File: config.mk
export PLATFORM = sky130hd
export DESIGN_NAME = pump_run_timer_controller_top
export DESIGN_NICKNAME = d
export VERILOG_FILES = /design/src/rtl/prtc_pkg.sv /design/src/rtl/prtc_cfg_regs.sv /design/src/rtl/prtc_core.sv /design/src/rtl/pump_run_timer_controller_top.sv
export SDC_FILE = /design/constraint.sdc
export NUM_CORES = 1
export LEC_CHECK = 0
export ABC_AREA = 1
export BUFFER_PORTS_ARGS = -buffer_cell sky130_fd_sc_hd__buf_2
export CORE_MARGIN = 10
export CORE_UTILIZATION = 55
export DETAILED_ROUTE_END_ITERATION = 16
export HOLD_SLACK_MARGIN = 0.06
export PLACE_DENSITY = 0.78
export RECOVER_POWER = 100
export REMOVE_ABC_BUFFERS = 1
export SYNTH_ARGS = -nofsm -noshare
export SYNTH_HDL_FRONTEND = slang
export SYNTH_HIERARCHICAL = 1
export SYNTH_SLANG_ARGS = --single-unit
export TNS_END_PERCENT = 5
File: constraint.sdc
create_clock -name i_clk -period 6.2 [get_ports i_clk]
set_input_delay 0.31 -clock i_clk [delete_from_list [all_inputs] [get_ports i_clk]]
set_output_delay 0.31 -clock i_clk [all_outputs]
set_load 0.01 [all_outputs]
File: src/rtl/prtc_pkg.sv
// package for the pump run timer controller
// holds field widths, codes, reset values and the item, result and config structs
// no dependencies
`default_nettype none

package prtc_pkg;

    // field widths
    localparam int unsigned TIME_W = 27;
    localparam int unsigned VOL_W  = 20;
    localparam int unsigned OP_W   = 3;
    localparam int unsigned MODE_W = 2;
    localparam int unsigned CAUSE_W = 3;
    localparam int unsigned CFG_IDX_W = 1;

    // register reset values
    localparam logic [TIME_W-1:0] MAX_RUN_RESET = TIME_W'(300000);
    localparam logic [VOL_W-1:0]  MAX_VOL_RESET = VOL_W'(100000);

    // configuration register indexes
    localparam logic [CFG_IDX_W-1:0] CFG_MAX_RUN = 1'b0;
    localparam logic [CFG_IDX_W-1:0] CFG_MAX_VOL = 1'b1;

    // command codes
    typedef enum logic [OP_W-1:0] {
        OP_TICK       = 3'd0,
        OP_START_MAN  = 3'd1,
        OP_START_TIME = 3'd2,
        OP_START_VOL  = 3'd3,
        OP_STOP       = 3'd4,
        OP_ENABLE     = 3'd5,
        OP_DISABLE    = 3'd6,
        OP_VOL_UPDATE = 3'd7
    } t_op;

    // run modes
    typedef enum logic [MODE_W-1:0] {
        RUN_MANUAL = 2'd0,
        RUN_TIMED  = 2'd1,
        RUN_VOLUME = 2'd2
    } t_mode;

    // stop causes
    typedef enum logic [CAUSE_W-1:0] {
        CAUSE_NONE      = 3'd0,
        CAUSE_UNSAFE    = 3'd1,
        CAUSE_TIME_DONE = 3'd2,
        CAUSE_VOL_DONE  = 3'd3,
        CAUSE_MAX_RUN   = 3'd4,
        CAUSE_COMMAND   = 3'd5
    } t_cause;

    // one command item
    typedef struct packed {
        t_op                op;
        logic [TIME_W-1:0]  duration_ms;
        logic [VOL_W-1:0]   volume_ml;
        logic               link_ok;
    } t_item;

    // one result item
    typedef struct packed {
        logic               accepted;
        logic               relay_on;
        t_mode              mode;
        t_cause             stop_cause;
        logic [TIME_W-1:0]  run_time_ms;
        logic [TIME_W-1:0]  remaining_ms;
        logic               enabled_flag;
        logic [VOL_W-1:0]   volume_now_ml;
    } t_result;

    // configuration registers
    typedef struct packed {
        logic [TIME_W-1:0]  max_run_ms;
        logic [VOL_W-1:0]   max_volume_ml;
    } t_cfg;

endpackage

`default_nettype wire

File: src/rtl/prtc_cfg_regs.sv
// configuration registers of the pump run timer controller
// depends on prtc_pkg
`default_nettype none

module prtc_cfg_regs (
    input  wire logic                             i_clk,
    input  wire logic                             i_rst_n,
    input  wire logic                             i_cfg_we,
    input  wire logic [prtc_pkg::CFG_IDX_W-1:0]   i_cfg_idx,
    input  wire logic [prtc_pkg::TIME_W-1:0]      i_cfg_data,
    output prtc_pkg::t_cfg                        o_cfg
);

    logic [prtc_pkg::TIME_W-1:0] r_max_run_ms;
    logic [prtc_pkg::VOL_W-1:0]  r_max_volume_ml;

    // register writes
    always_ff @(posedge i_clk) begin
        if (!i_rst_n) begin
            r_max_run_ms    <= prtc_pkg::MAX_RUN_RESET;
            r_max_volume_ml <= prtc_pkg::MAX_VOL_RESET;
        end else if (i_cfg_we) begin
            case (i_cfg_idx)
                prtc_pkg::CFG_MAX_RUN: r_max_run_ms    <= i_cfg_data;
                prtc_pkg::CFG_MAX_VOL: r_max_volume_ml <= i_cfg_data[prtc_pkg::VOL_W-1:0];
                default: ;
            endcase
        end
    end

    assign o_cfg.max_run_ms    = r_max_run_ms;
    assign o_cfg.max_volume_ml = r_max_volume_ml;

endmodule

`default_nettype wire

File: src/rtl/prtc_core.sv
// pump run state and combinational next-state command update
// depends on prtc_pkg
`default_nettype none

module prtc_core (
    input  wire logic     i_clk,
    input  wire logic     i_rst_n,
    input  wire logic     i_fire,
    input  prtc_pkg::t_item   i_item,
    input  prtc_pkg::t_cfg    i_cfg,
    output prtc_pkg::t_result o_result
);

    // run state
    logic                        r_running;
    prtc_pkg::t_mode             r_mode;
    logic [prtc_pkg::TIME_W-1:0] r_elapsed;
    logic [prtc_pkg::TIME_W-1:0] r_limit;
    logic [prtc_pkg::VOL_W-1:0]  r_target;
    logic [prtc_pkg::VOL_W-1:0]  r_delivered;
    logic                        r_enabled;

    logic                        n_running;
    prtc_pkg::t_mode             n_mode;
    logic [prtc_pkg::TIME_W-1:0] n_elapsed;
    logic [prtc_pkg::TIME_W-1:0] n_limit;
    logic [prtc_pkg::VOL_W-1:0]  n_target;
    logic [prtc_pkg::VOL_W-1:0]  n_delivered;
    logic                        n_enabled;

    logic                        accepted;
    prtc_pkg::t_cause            cause;
    logic                        safe;
    logic                        halt;
    logic [prtc_pkg::TIME_W-1:0] elapsed_inc;
    logic [prtc_pkg::TIME_W-1:0] remaining;

    // saturating millisecond counter
    assign elapsed_inc = (&r_elapsed) ? r_elapsed : r_elapsed + prtc_pkg::TIME_W'(1);
    assign safe        = i_item.link_ok && r_enabled;

    // command decode and next state
    always_comb begin
        n_running   = r_running;
        n_mode      = r_mode;
        n_elapsed   = r_elapsed;
        n_limit     = r_limit;
        n_target    = r_target;
        n_delivered = r_delivered;
        n_enabled   = r_enabled;
        accepted    = 1'b1;
        cause       = prtc_pkg::CAUSE_NONE;
        halt        = 1'b0;

        case (i_item.op)
            prtc_pkg::OP_TICK: begin
                if (r_running) begin
                    n_elapsed = elapsed_inc;
                    if (!safe)
                        cause = prtc_pkg::CAUSE_UNSAFE;
                    else if (r_mode == prtc_pkg::RUN_TIMED && elapsed_inc >= r_limit)
                        cause = prtc_pkg::CAUSE_TIME_DONE;
                    else if (r_mode == prtc_pkg::RUN_VOLUME && r_delivered >= r_target)
                        cause = prtc_pkg::CAUSE_VOL_DONE;
                    else if (elapsed_inc >= i_cfg.max_run_ms)
                        cause = prtc_pkg::CAUSE_MAX_RUN;
                    halt = (cause != prtc_pkg::CAUSE_NONE);
                end
            end
            prtc_pkg::OP_START_MAN: begin
                if (!safe) begin
                    accepted = 1'b0;
                end else if (!r_running) begin
                    n_running = 1'b1;
                    n_mode    = prtc_pkg::RUN_MANUAL;
                    n_elapsed = '0;
                    n_limit   = '0;
                    n_target  = '0;
                end
            end
            prtc_pkg::OP_START_TIME: begin
                if (i_item.duration_ms == '0 || i_item.duration_ms > i_cfg.max_run_ms
                        || !safe) begin
                    accepted = 1'b0;
                end else if (!r_running) begin
                    n_running = 1'b1;
                    n_mode    = prtc_pkg::RUN_TIMED;
                    n_elapsed = '0;
                    n_limit   = i_item.duration_ms;
                    n_target  = '0;
                end
            end
            prtc_pkg::OP_START_VOL: begin
                if (i_item.volume_ml == '0 || i_item.volume_ml > i_cfg.max_volume_ml
                        || !safe) begin
                    accepted = 1'b0;
                end else if (!r_running) begin
                    n_running   = 1'b1;
                    n_mode      = prtc_pkg::RUN_VOLUME;
                    n_elapsed   = '0;
                    n_limit     = '0;
                    n_target    = i_item.volume_ml;
                    n_delivered = '0;
                end
            end
            prtc_pkg::OP_STOP: begin
                if (r_running) begin
                    cause = prtc_pkg::CAUSE_COMMAND;
                    halt  = 1'b1;
                end
            end
            prtc_pkg::OP_ENABLE: begin
                n_enabled = 1'b1;
            end
            prtc_pkg::OP_DISABLE: begin
                n_enabled = 1'b0;
                if (r_running) begin
                    cause = prtc_pkg::CAUSE_COMMAND;
                    halt  = 1'b1;
                end
            end
            default: begin
                n_delivered = i_item.volume_ml;
            end
        endcase

        // stopping clears the whole run
        if (halt) begin
            n_running   = 1'b0;
            n_mode      = prtc_pkg::RUN_MANUAL;
            n_elapsed   = '0;
            n_limit     = '0;
            n_target    = '0;
            n_delivered = '0;
        end
    end

    // time left in a timed run
    assign remaining = (n_running && n_mode == prtc_pkg::RUN_TIMED && n_limit > n_elapsed)
                     ? n_limit - n_elapsed : '0;

    // state update on each item
    always_ff @(posedge i_clk) begin
        if (!i_rst_n) begin
            r_running   <= 1'b0;
            r_mode      <= prtc_pkg::RUN_MANUAL;
            r_elapsed   <= '0;
            r_limit     <= '0;
            r_target    <= '0;
            r_delivered <= '0;
            r_enabled   <= 1'b1;
        end else if (i_fire) begin
            r_running   <= n_running;
            r_mode      <= n_mode;
            r_elapsed   <= n_elapsed;
            r_limit     <= n_limit;
            r_target    <= n_target;
            r_delivered <= n_delivered;
            r_enabled   <= n_enabled;
        end
    end

    // result for the result register
    assign o_result.accepted      = accepted;
    assign o_result.relay_on      = n_running;
    assign o_result.mode          = n_mode;
    assign o_result.stop_cause    = cause;
    assign o_result.run_time_ms   = n_elapsed;
    assign o_result.remaining_ms  = remaining;
    assign o_result.enabled_flag  = n_enabled;
    assign o_result.volume_now_ml = n_delivered;

    // an idle pump carries no elapsed time, time limit, volume target or run mode
    a_idle_clear: assert property (@(posedge i_clk) disable iff (!i_rst_n)
        !r_running |-> (r_elapsed == '0 && r_limit == '0 && r_target == '0
                        && r_mode == prtc_pkg::RUN_MANUAL))
        else $error("idle pump holds run state");

    // only a timed run has a time limit
    a_limit_timed: assert property (@(posedge i_clk) disable iff (!i_rst_n)
        (r_running && r_mode != prtc_pkg::RUN_TIMED) |-> r_limit == '0)
        else $error("time limit outside timed run");

    // a reported stop leaves the pump off
    a_stop_off: assert property (@(posedge i_clk) disable iff (!i_rst_n)
        (i_fire && cause != prtc_pkg::CAUSE_NONE) |=> !r_running)
        else $error("pump still running after stop");

    // a refused command changes no run state
    a_refuse_hold: assert property (@(posedge i_clk) disable iff (!i_rst_n)
        (i_fire && !accepted) |=> ($stable(r_running) && $stable(r_elapsed)
                                   && $stable(r_enabled)))
        else $error("refused command changed state");

endmodule

`default_nettype wire

File: src/rtl/pump_run_timer_controller_top.sv
// top level of the pump run timer controller: input register, result register, handshakes
// depends on prtc_pkg, prtc_cfg_regs and prtc_core
`default_nettype none

// Pump run timer controller. Takes one command item per clock on the input channel while
// ready is high, and returns exactly one result item per command on the output channel,
// in order. The item is held in an input register, then the run state is read and updated
// and the result captured in the result register; a stalled output holds the item in the
// input register. Sustained rate is one item per cycle while the output is not stalled,
// set by the read-modify-write of the run state. The result register frees the input side,
// so a new item is taken while an earlier result waits; ready only drops when both the
// input and result registers are full and the output is stalled. Configuration (max run
// time, max volume) is written through the plain write port and must only change while no
// item is in flight.
module pump_run_timer_controller_top (
    input  wire logic                             i_clk,
    input  wire logic                             i_rst_n,
    // configuration write port
    input  wire logic                             i_cfg_we,
    input  wire logic [prtc_pkg::CFG_IDX_W-1:0]   i_cfg_idx,
    input  wire logic [prtc_pkg::TIME_W-1:0]      i_cfg_data,
    // command channel
    input  wire logic                             i_in_valid,
    output logic                                  o_in_ready,
    input  wire logic [prtc_pkg::OP_W-1:0]        i_op,
    input  wire logic [prtc_pkg::TIME_W-1:0]      i_duration_ms,
    input  wire logic [prtc_pkg::VOL_W-1:0]       i_volume_ml,
    input  wire logic                             i_link_ok,
    // result channel
    output logic                                  o_out_valid,
    input  wire logic                             i_out_ready,
    output logic                                  o_accepted,
    output logic                                  o_relay_on,
    output logic [prtc_pkg::MODE_W-1:0]           o_mode,
    output logic [prtc_pkg::CAUSE_W-1:0]          o_stop_cause,
    output logic [prtc_pkg::TIME_W-1:0]           o_run_time_ms,
    output logic [prtc_pkg::TIME_W-1:0]           o_remaining_ms,
    output logic                                  o_enabled_flag,
    output logic [prtc_pkg::VOL_W-1:0]            o_volume_now_ml
);

    prtc_pkg::t_cfg    cfg;
    prtc_pkg::t_item   r_item;
    prtc_pkg::t_result r_result;
    prtc_pkg::t_result core_result;
    logic              r_item_valid;
    logic              r_out_valid;
    logic              out_free;
    logic              item_move;

    // handshake control
    assign out_free   = !r_out_valid || i_out_ready;
    assign item_move  = r_item_valid && out_free;
    assign o_in_ready = !r_item_valid || item_move;

    always_ff @(posedge i_clk) begin
        if (!i_rst_n) begin
            r_item_valid <= 1'b0;
            r_out_valid  <= 1'b0;
        end else begin
            if (o_in_ready)
                r_item_valid <= i_in_valid;
            if (out_free)
                r_out_valid <= r_item_valid;
        end
    end

    // input and result payload registers
    always_ff @(posedge i_clk) begin
        if (i_in_valid && o_in_ready) begin
            r_item.op          <= prtc_pkg::t_op'(i_op);
            r_item.duration_ms <= i_duration_ms;
            r_item.volume_ml   <= i_volume_ml;
            r_item.link_ok     <= i_link_ok;
        end
        if (item_move)
            r_result <= core_result;
    end

    prtc_cfg_regs u_cfg_regs (
        .i_clk      (i_clk),
        .i_rst_n    (i_rst_n),
        .i_cfg_we   (i_cfg_we),
        .i_cfg_idx  (i_cfg_idx),
        .i_cfg_data (i_cfg_data),
        .o_cfg      (cfg)
    );

    prtc_core u_core (
        .i_clk    (i_clk),
        .i_rst_n  (i_rst_n),
        .i_fire   (item_move),
        .i_item   (r_item),
        .i_cfg    (cfg),
        .o_result (core_result)
    );

    // result ports
    assign o_out_valid     = r_out_valid;
    assign o_accepted      = r_result.accepted;
    assign o_relay_on      = r_result.relay_on;
    assign o_mode          = r_result.mode;
    assign o_stop_cause    = r_result.stop_cause;
    assign o_run_time_ms   = r_result.run_time_ms;
    assign o_remaining_ms  = r_result.remaining_ms;
    assign o_enabled_flag  = r_result.enabled_flag;
    assign o_volume_now_ml = r_result.volume_now_ml;

    // a result with a stop cause never shows the relay on
    a_cause_off: assert property (@(posedge i_clk) disable iff (!i_rst_n)
        (o_out_valid && o_stop_cause != prtc_pkg::CAUSE_NONE) |-> !o_relay_on)
        else $error("stop reported with relay on");

    // time left only in a running timed run
    a_remaining: assert property (@(posedge i_clk) disable iff (!i_rst_n)
        (o_out_valid && o_remaining_ms != '0)
            |-> (o_relay_on && o_mode == prtc_pkg::RUN_TIMED))
        else $error("remaining time outside timed run");

    // a held item with a stalled output keeps the input closed
    a_full_stall: assert property (@(posedge i_clk) disable iff (!i_rst_n)
        (r_item_valid && r_out_valid && !i_out_ready) |-> !o_in_ready)
        else $error("ready while both stages full");

endmodule

`default_nettype wire
# ---- After elaboration in Yosys (flattened, before gate mapping)
# Cells that the tools add are included.
dict set report word_totals {
  in_bits 84
  register_bits 280
}
dict set report op_classes {
  bitwise_logic 1
  reduce_logical 27
  eq_ne 13
  n_mux 56
  add_sub_neg 2
  magnitude_cmp 6
}
# op n
set ops {}
lappend ops {{$mux W27} 13}
lappend ops {{$mux W20} 9}
lappend ops {{$pmux W27 S4} 1}
lappend ops {{$pmux W27 S3} 1}
lappend ops {{$pmux W20 S3} 1}
lappend ops {{$ge A27 B27 Y1} 2}
lappend ops {{$gt A27 B27 Y1} 2}
lappend ops {{$pmux W20 S2} 1}
lappend ops {{$add A27 B1 Y27 const B} 1}
lappend ops {{$logic_not A27 Y1} 1}
lappend ops {{$reduce_and A27 Y1} 1}
lappend ops {{$sub A27 B27 Y27} 1}
lappend ops {{$mux W3} 8}
lappend ops {{$ge A20 B20 Y1} 1}
lappend ops {{$gt A20 B20 Y1} 1}
lappend ops {{$logic_not A20 Y1} 1}
lappend ops {{$mux W2} 7}
lappend ops {{$eq A3 B3 Y1 const B} 3}
lappend ops {{$mux W1} 9}
lappend ops {{$logic_and A1 B1 Y1} 7}
lappend ops {{$eq A3 B2 Y1 const B} 2}
lappend ops {{$logic_or A1 B1 Y1} 6}
lappend ops {{$ne A3 B2 Y1 const B} 2}
lappend ops {{$pmux W1 S3} 2}
lappend ops {{other kinds (17)} 22}

# ---- Depth between registers and ports, before layout
dict set report depth {
  depth_word 16
  ltp_mapped 45
}

# ---- By module
# The synthesis kept the hierarchy.
# module cells_each seq_area_each_um2 n_inst area_each_um2
set by_module_without_submodules {}
lappend by_module_without_submodules {prtc_core 1958 1961.9 1 11808.8}
lappend by_module_without_submodules {pump_run_timer_controller_top 146 4033.9 1 4088.9}
lappend by_module_without_submodules {prtc_cfg_regs 247 940.9 1 1809.2}

# ---- Worst setup path after synthesis
# Ideal clock, no wire load.
dict set report synth_timing {
  path_kind {register to register}
  from {reg r_out_valid (netlist: o_out_valid)}
  to {reg u_core/r_target[11] in the netlist's numbering}
  period_less_slack_ns 5.748
  t_arrival_ns 5.662
  setup_ns 0.086
  path_stages_with_launch 9
  slack_ns 0.452
  n_path_buf 3
  cell_sequence {dfxtp_1 a21oi_1 clkbuf_1 inv_1 a21oi_1 inv_1 buf_2 buf_2 a211oi_1}
}
dict set report synth_between {
  elab_chain_len 4
}
# element line_no
set synth_rtl {}
lappend synth_rtl {{from (decl)} pump_run_timer_controller_top.sv:47} ;# logic r_out_valid;
lappend synth_rtl {{from (signal assigned)} pump_run_timer_controller_top.sv:64} ;# r_out_valid <= r_item_valid;
lappend synth_rtl {{$logic_not A1 Y1} pump_run_timer_controller_top.sv:52} ;# assign out_free = !r_out_valid || i_out_ready;
lappend synth_rtl {{$logic_or A1 B1 Y1} pump_run_timer_controller_top.sv:52}
lappend synth_rtl {{$logic_and A1 B1 Y1} pump_run_timer_controller_top.sv:53} ;# assign item_move = r_item_valid && out_free;
lappend synth_rtl {{via item_move} pump_run_timer_controller_top.sv:49} ;# logic item_move;
lappend synth_rtl {{$reduce_and A6 Y1 (no source line)} n/a}
lappend synth_rtl {{to (signal assigned)} prtc_core.sv:157} ;# r_target <= n_target;
lappend synth_rtl {{to (decl)} prtc_core.sv:19} ;# logic [prtc_pkg::VOL_W-1:0] r_target;
# The timed path passes the listed nets, and every way through them passes these cells.
# A chain may end at the register's enable or synchronous reset.

# ---- Final worst setup path
dict set report layout_timing {
  from {reg u_core/r_elapsed[12] in the netlist's numbering}
  to {reg r_result (netlist bit o_remaining_ms[3]), data pin}
}
dict set report layout_between {
  elab_chain_len 16
  word_cells_on_any_way 30
}
# element line_no
set layout_rtl {}
lappend layout_rtl {{from (decl)} prtc_core.sv:17} ;# logic [prtc_pkg::TIME_W-1:0] r_elapsed;
lappend layout_rtl {{from (signal assigned)} prtc_core.sv:155} ;# r_elapsed <= n_elapsed;
lappend layout_rtl {{branches (longest 16 deep; another with $add A27 B1 Y27)} n/a}
lappend layout_rtl {{to (signal assigned)} pump_run_timer_controller_top.sv:77} ;# r_result <= core_result;
lappend layout_rtl {{to (decl)} pump_run_timer_controller_top.sv:44} ;# prtc_pkg::t_result r_result;
# Several ways; the timed one is not identified. The select of a mux whose other input is x is not followed.

==> results.cfg <==
[outcome]
status = finished with violations
failed_checks = max-capacitance violations, max-slew violations

[route]
route.final.wire_length_um = 61200
num_vias = 17600
avgRoutedWirePerCell_um = 20.1
drcViolationCount = 0
vias_per_cell = 5.80
drt-pass1-iter-count = 6
antenna_left = 0
drt-initial-drc-count = 1643

[pwr]
vdd_drop_max_mv = 0.248
p_leak_uw = 0.00970
powerDensity_nw_per_um2 = 266
intPower_uw = 3760
netSwitchingFraction_pct = 32.7
netSwitchingPower_uw = 1830
power_frac_comb_pct = 25.1
seqPwrFrac_pct = 38.3
clkPwrFrac_pct = 36.6

[synth]
ys_async_sr_fraction_pct = 0
synth_ff_type = dfxtp_1
netlist_top_cells_area = edfxtp_1 (23%), dfxtp_1 (17%), ha_1 (10%)
synth_top_area_share_pct = 22.6
syn-instance-count = 2351
syn-cell-area_sq_um = 17700
seq_area_frac_synth_pct = 39.2
synth_seq_cells = 280
ys_top_cells_by_count = nand2_1 (476), inv_1 (309), nor2_1 (271), a21oi_1 (211), ha_1 (148)
yosysWarnings = 6
syn_avg_cell_area_sq_um = 7.53
synth.distinct_cells = 52
synth-edff-count = 133
yosysMostFrequentCell = nand2_1
yosys.area.top_type = edfxtp_1

[cts]
clk_latency_ps = 610
cts_root_buffer = clkbuf_16
cts_tree = yes
cts_buffers = 31
cts_sinks = 280
clk_path_buf_depth = 3
htreeDepth = 1
cts.clk_slew.worst_paths_ps = 70

[run]
cap_violations = 3

[grt]
track_usage_pct = 29.7
grt_pass1_vias = 16600
gr-total-overflow = 0
grt_pass1_wl_um = 92800
grt_max_degree = 88
antenna_found_initial = 0

[finish]
finalInstanceArea_sq_um = 21100
final_layout_size_suffix_gt1_share_pct = 11.1
diodes = 0
fin_nets = 2845
layout.cells.non_filler = 3039
area_delta_synth_final_pct = 19.0
fillCellCount = 2718

[placed_design]
placed_cells = 2896
dp_hpwl_um = 44600
placed_area_sq_um = 19100
portBuffers = 167
gp_congestion = 0.996

[timing]
finalCritPeriodShare_pct = 93.8
worstMarginPinSlew_ps = 4510
setup_viol = 0
max_freq_mhz = 172
tns_ps = 0
drv_slew = 225
layout_min_cycle_time_ps = 5820
finClkSkew_ps = 19.4
slew_headroom_pct = -200
timing.hold.ws_ps = 84.4
rsz0062_at_grt = yes
final_hold_viol_count = 0

[setup_path]
path_common_cell = nand2_1
reg2reg_from = u_core/r_elapsed[12]$_SDFFE_PN0P_
crit_required_ps = 6540
critPathCaptureType = flop
crit_path_max_incr_delay_ps = 400
arrival_ps = 6160
start_kind = flop
crit_fanout = 23
worstSetupPathType = flop to flop
crit_slowest_cell = dfxtp_1
crit_start = u_core/r_elapsed[12]$_SDFFE_PN0P_

[floorplan]
core_area_sq_um = 31600
start_util_pct = 56.0
io_pins = 168
die_w_um = 199
dieArea_sq_um = 39800
die_h_um = 199
rows = 65

[hold_path]
hold_class = input port to flop
hp-start = i_cfg_data[2]
worst paths after layout:
path	end	slack, ps	cells after the start
max	o_remaining_ms[3]$_DFFE_PP_	380	36
min	u_cfg_regs/r_max_run_ms[2]$_SDFFE_PN0P_	80	5
max reg2reg	o_remaining_ms[3]$_DFFE_PP_	380	36
min reg2reg	u_cfg_regs/r_max_run_ms[5]$_SDFFE_PN1P_	460	2
layout by cell type, fill, tap and decap left out, types with 4 or more instances in the layout:
cell           instances
a211oi_1              43
a21o_1                 7
a21oi_1              202
a21oi_2               10
buf_2                 78
buf_4                 64
bufinv_16              6
clkbuf_1              96
clkbuf_16             32
clkinv_1               6
clkinv_2               5
dfxtp_1              145
dlygate4sd3_1         80
edfxtp_1             133
ha_1                 147
inv_1                308
inv_2                  4
nand2_1              476
nand2_2               17
nand2_4                4
nand3_1              138
nand3_2                6
nand3b_1               6
nand4_1               49
nor2_1               269
nor2_2                30
nor3_1                18
nor3_2                 6
o21ai_0              135
o21ai_1                5
o22ai_1               20
xnor2_1                8
xor2_1                28
per-stage QoR:
stage / power [uW] / setup slack (ps) / util, %
floorplan: 3010 / -6230 / -
global placement: 3440 / 157 / 60.5
detailed placement: 3470 / 30.1 / 60.5
CTS: 5530 / 13.5 / 66.6
global route: 5830 / -50.1 / 66.6
finish: 5600 / 384 / 66.6
final cells by class:
cell class / instances / area, sq um / area share (%)
clock buffers: 38 / 833 / 3.96
clock inverters: 20 / 294 / 1.40
inverters: 319 / 1200 / 5.70
multi-input cells: 1665 / 9250 / 43.9
flip-flops and latches: 280 / 6940 / 32.9
well taps: 402 / 503 / 2.39
repair buffers: 315 / 2040 / 9.70
power by group through the flow:
stage	Sequential, uW	Clock, uW	Combinational, uW
finish	2140	2050	1400
global route	2150	2140	1540
CTS	2130	2050	1350
detailed placement	2170	0	1290
global placement	2170	0	1270
floorplan	2170	0	841
registers in the layout, summed over array words and instances, names as in the netlist:
| register | count |
|---|---|
| r_item | 51 |
| u_core/r_delivered | 20 |
| o_relay_on | 1 |
| u_core/r_elapsed | 27 |
| o_enabled_flag | 1 |
| o_stop_cause | 3 |
| u_core/r_running | 1 |
| o_mode | 2 |
| u_cfg_regs/r_max_volume_ml | 20 |
| u_core/r_target | 20 |
| o_volume_now_ml | 20 |
| o_out_valid | 1 |
| u_core/r_enabled | 1 |
| o_remaining_ms | 27 |
| o_accepted | 1 |
| o_run_time_ms | 27 |
| r_item_valid | 1 |
| u_cfg_regs/r_max_run_ms | 27 |
| u_core/r_mode | 2 |
| u_core/r_limit | 27 |
cell families (layout without fill, tap and decap cells):
group,after synthesis,in the layout,synth area share (%)
flip-flops,280,280,39.2
AO/OA/AOI/OAI,441,441,13.7
buffers and inverters,409,692,9.26
adder cells (fa/ha/maj),149,149,10.6
AND/OR/NAND/NOR,1035,1038,25.5
XOR/XNOR,37,37,1.83
metal layers:
layer | GRT usage (%) | up-vias | routed length [um]
met5 | 0 | - | 0
met1 | 38.7 | 8231 | 25100
met2 | 48.5 | 916 | 27800
met4 | 11.0 | 0 | 2370
met3 | 5.11 | 133 | 5920
li1 | - | 8335 | -
critical path, delay by kind of cell, from the launching register on:
kind / cells / cell delay [ps]
xor gates and xnor gates: 1 / 190
adders and majority gates: 2 / 700
buffers and inverters: 8 / 1160
DFF: 1 / 400
and+or+nand+nor: 25 / 3050
timing repair:
| item | CTS | global route |
|---|---|---|
| gates resized for setup | 1 | 31 |
| gates cloned | 0 | 3 |
| setup endpoints to repair | 2 | 27 |
| hold buffers | 80 | 0 |
| endpoints found under the hold margin | 90 | 0 |
| pin swaps | 0 | 8 |
| setup buffers | 0 | 2 |
No activity file was read; power rests on OpenSTA's default activity.
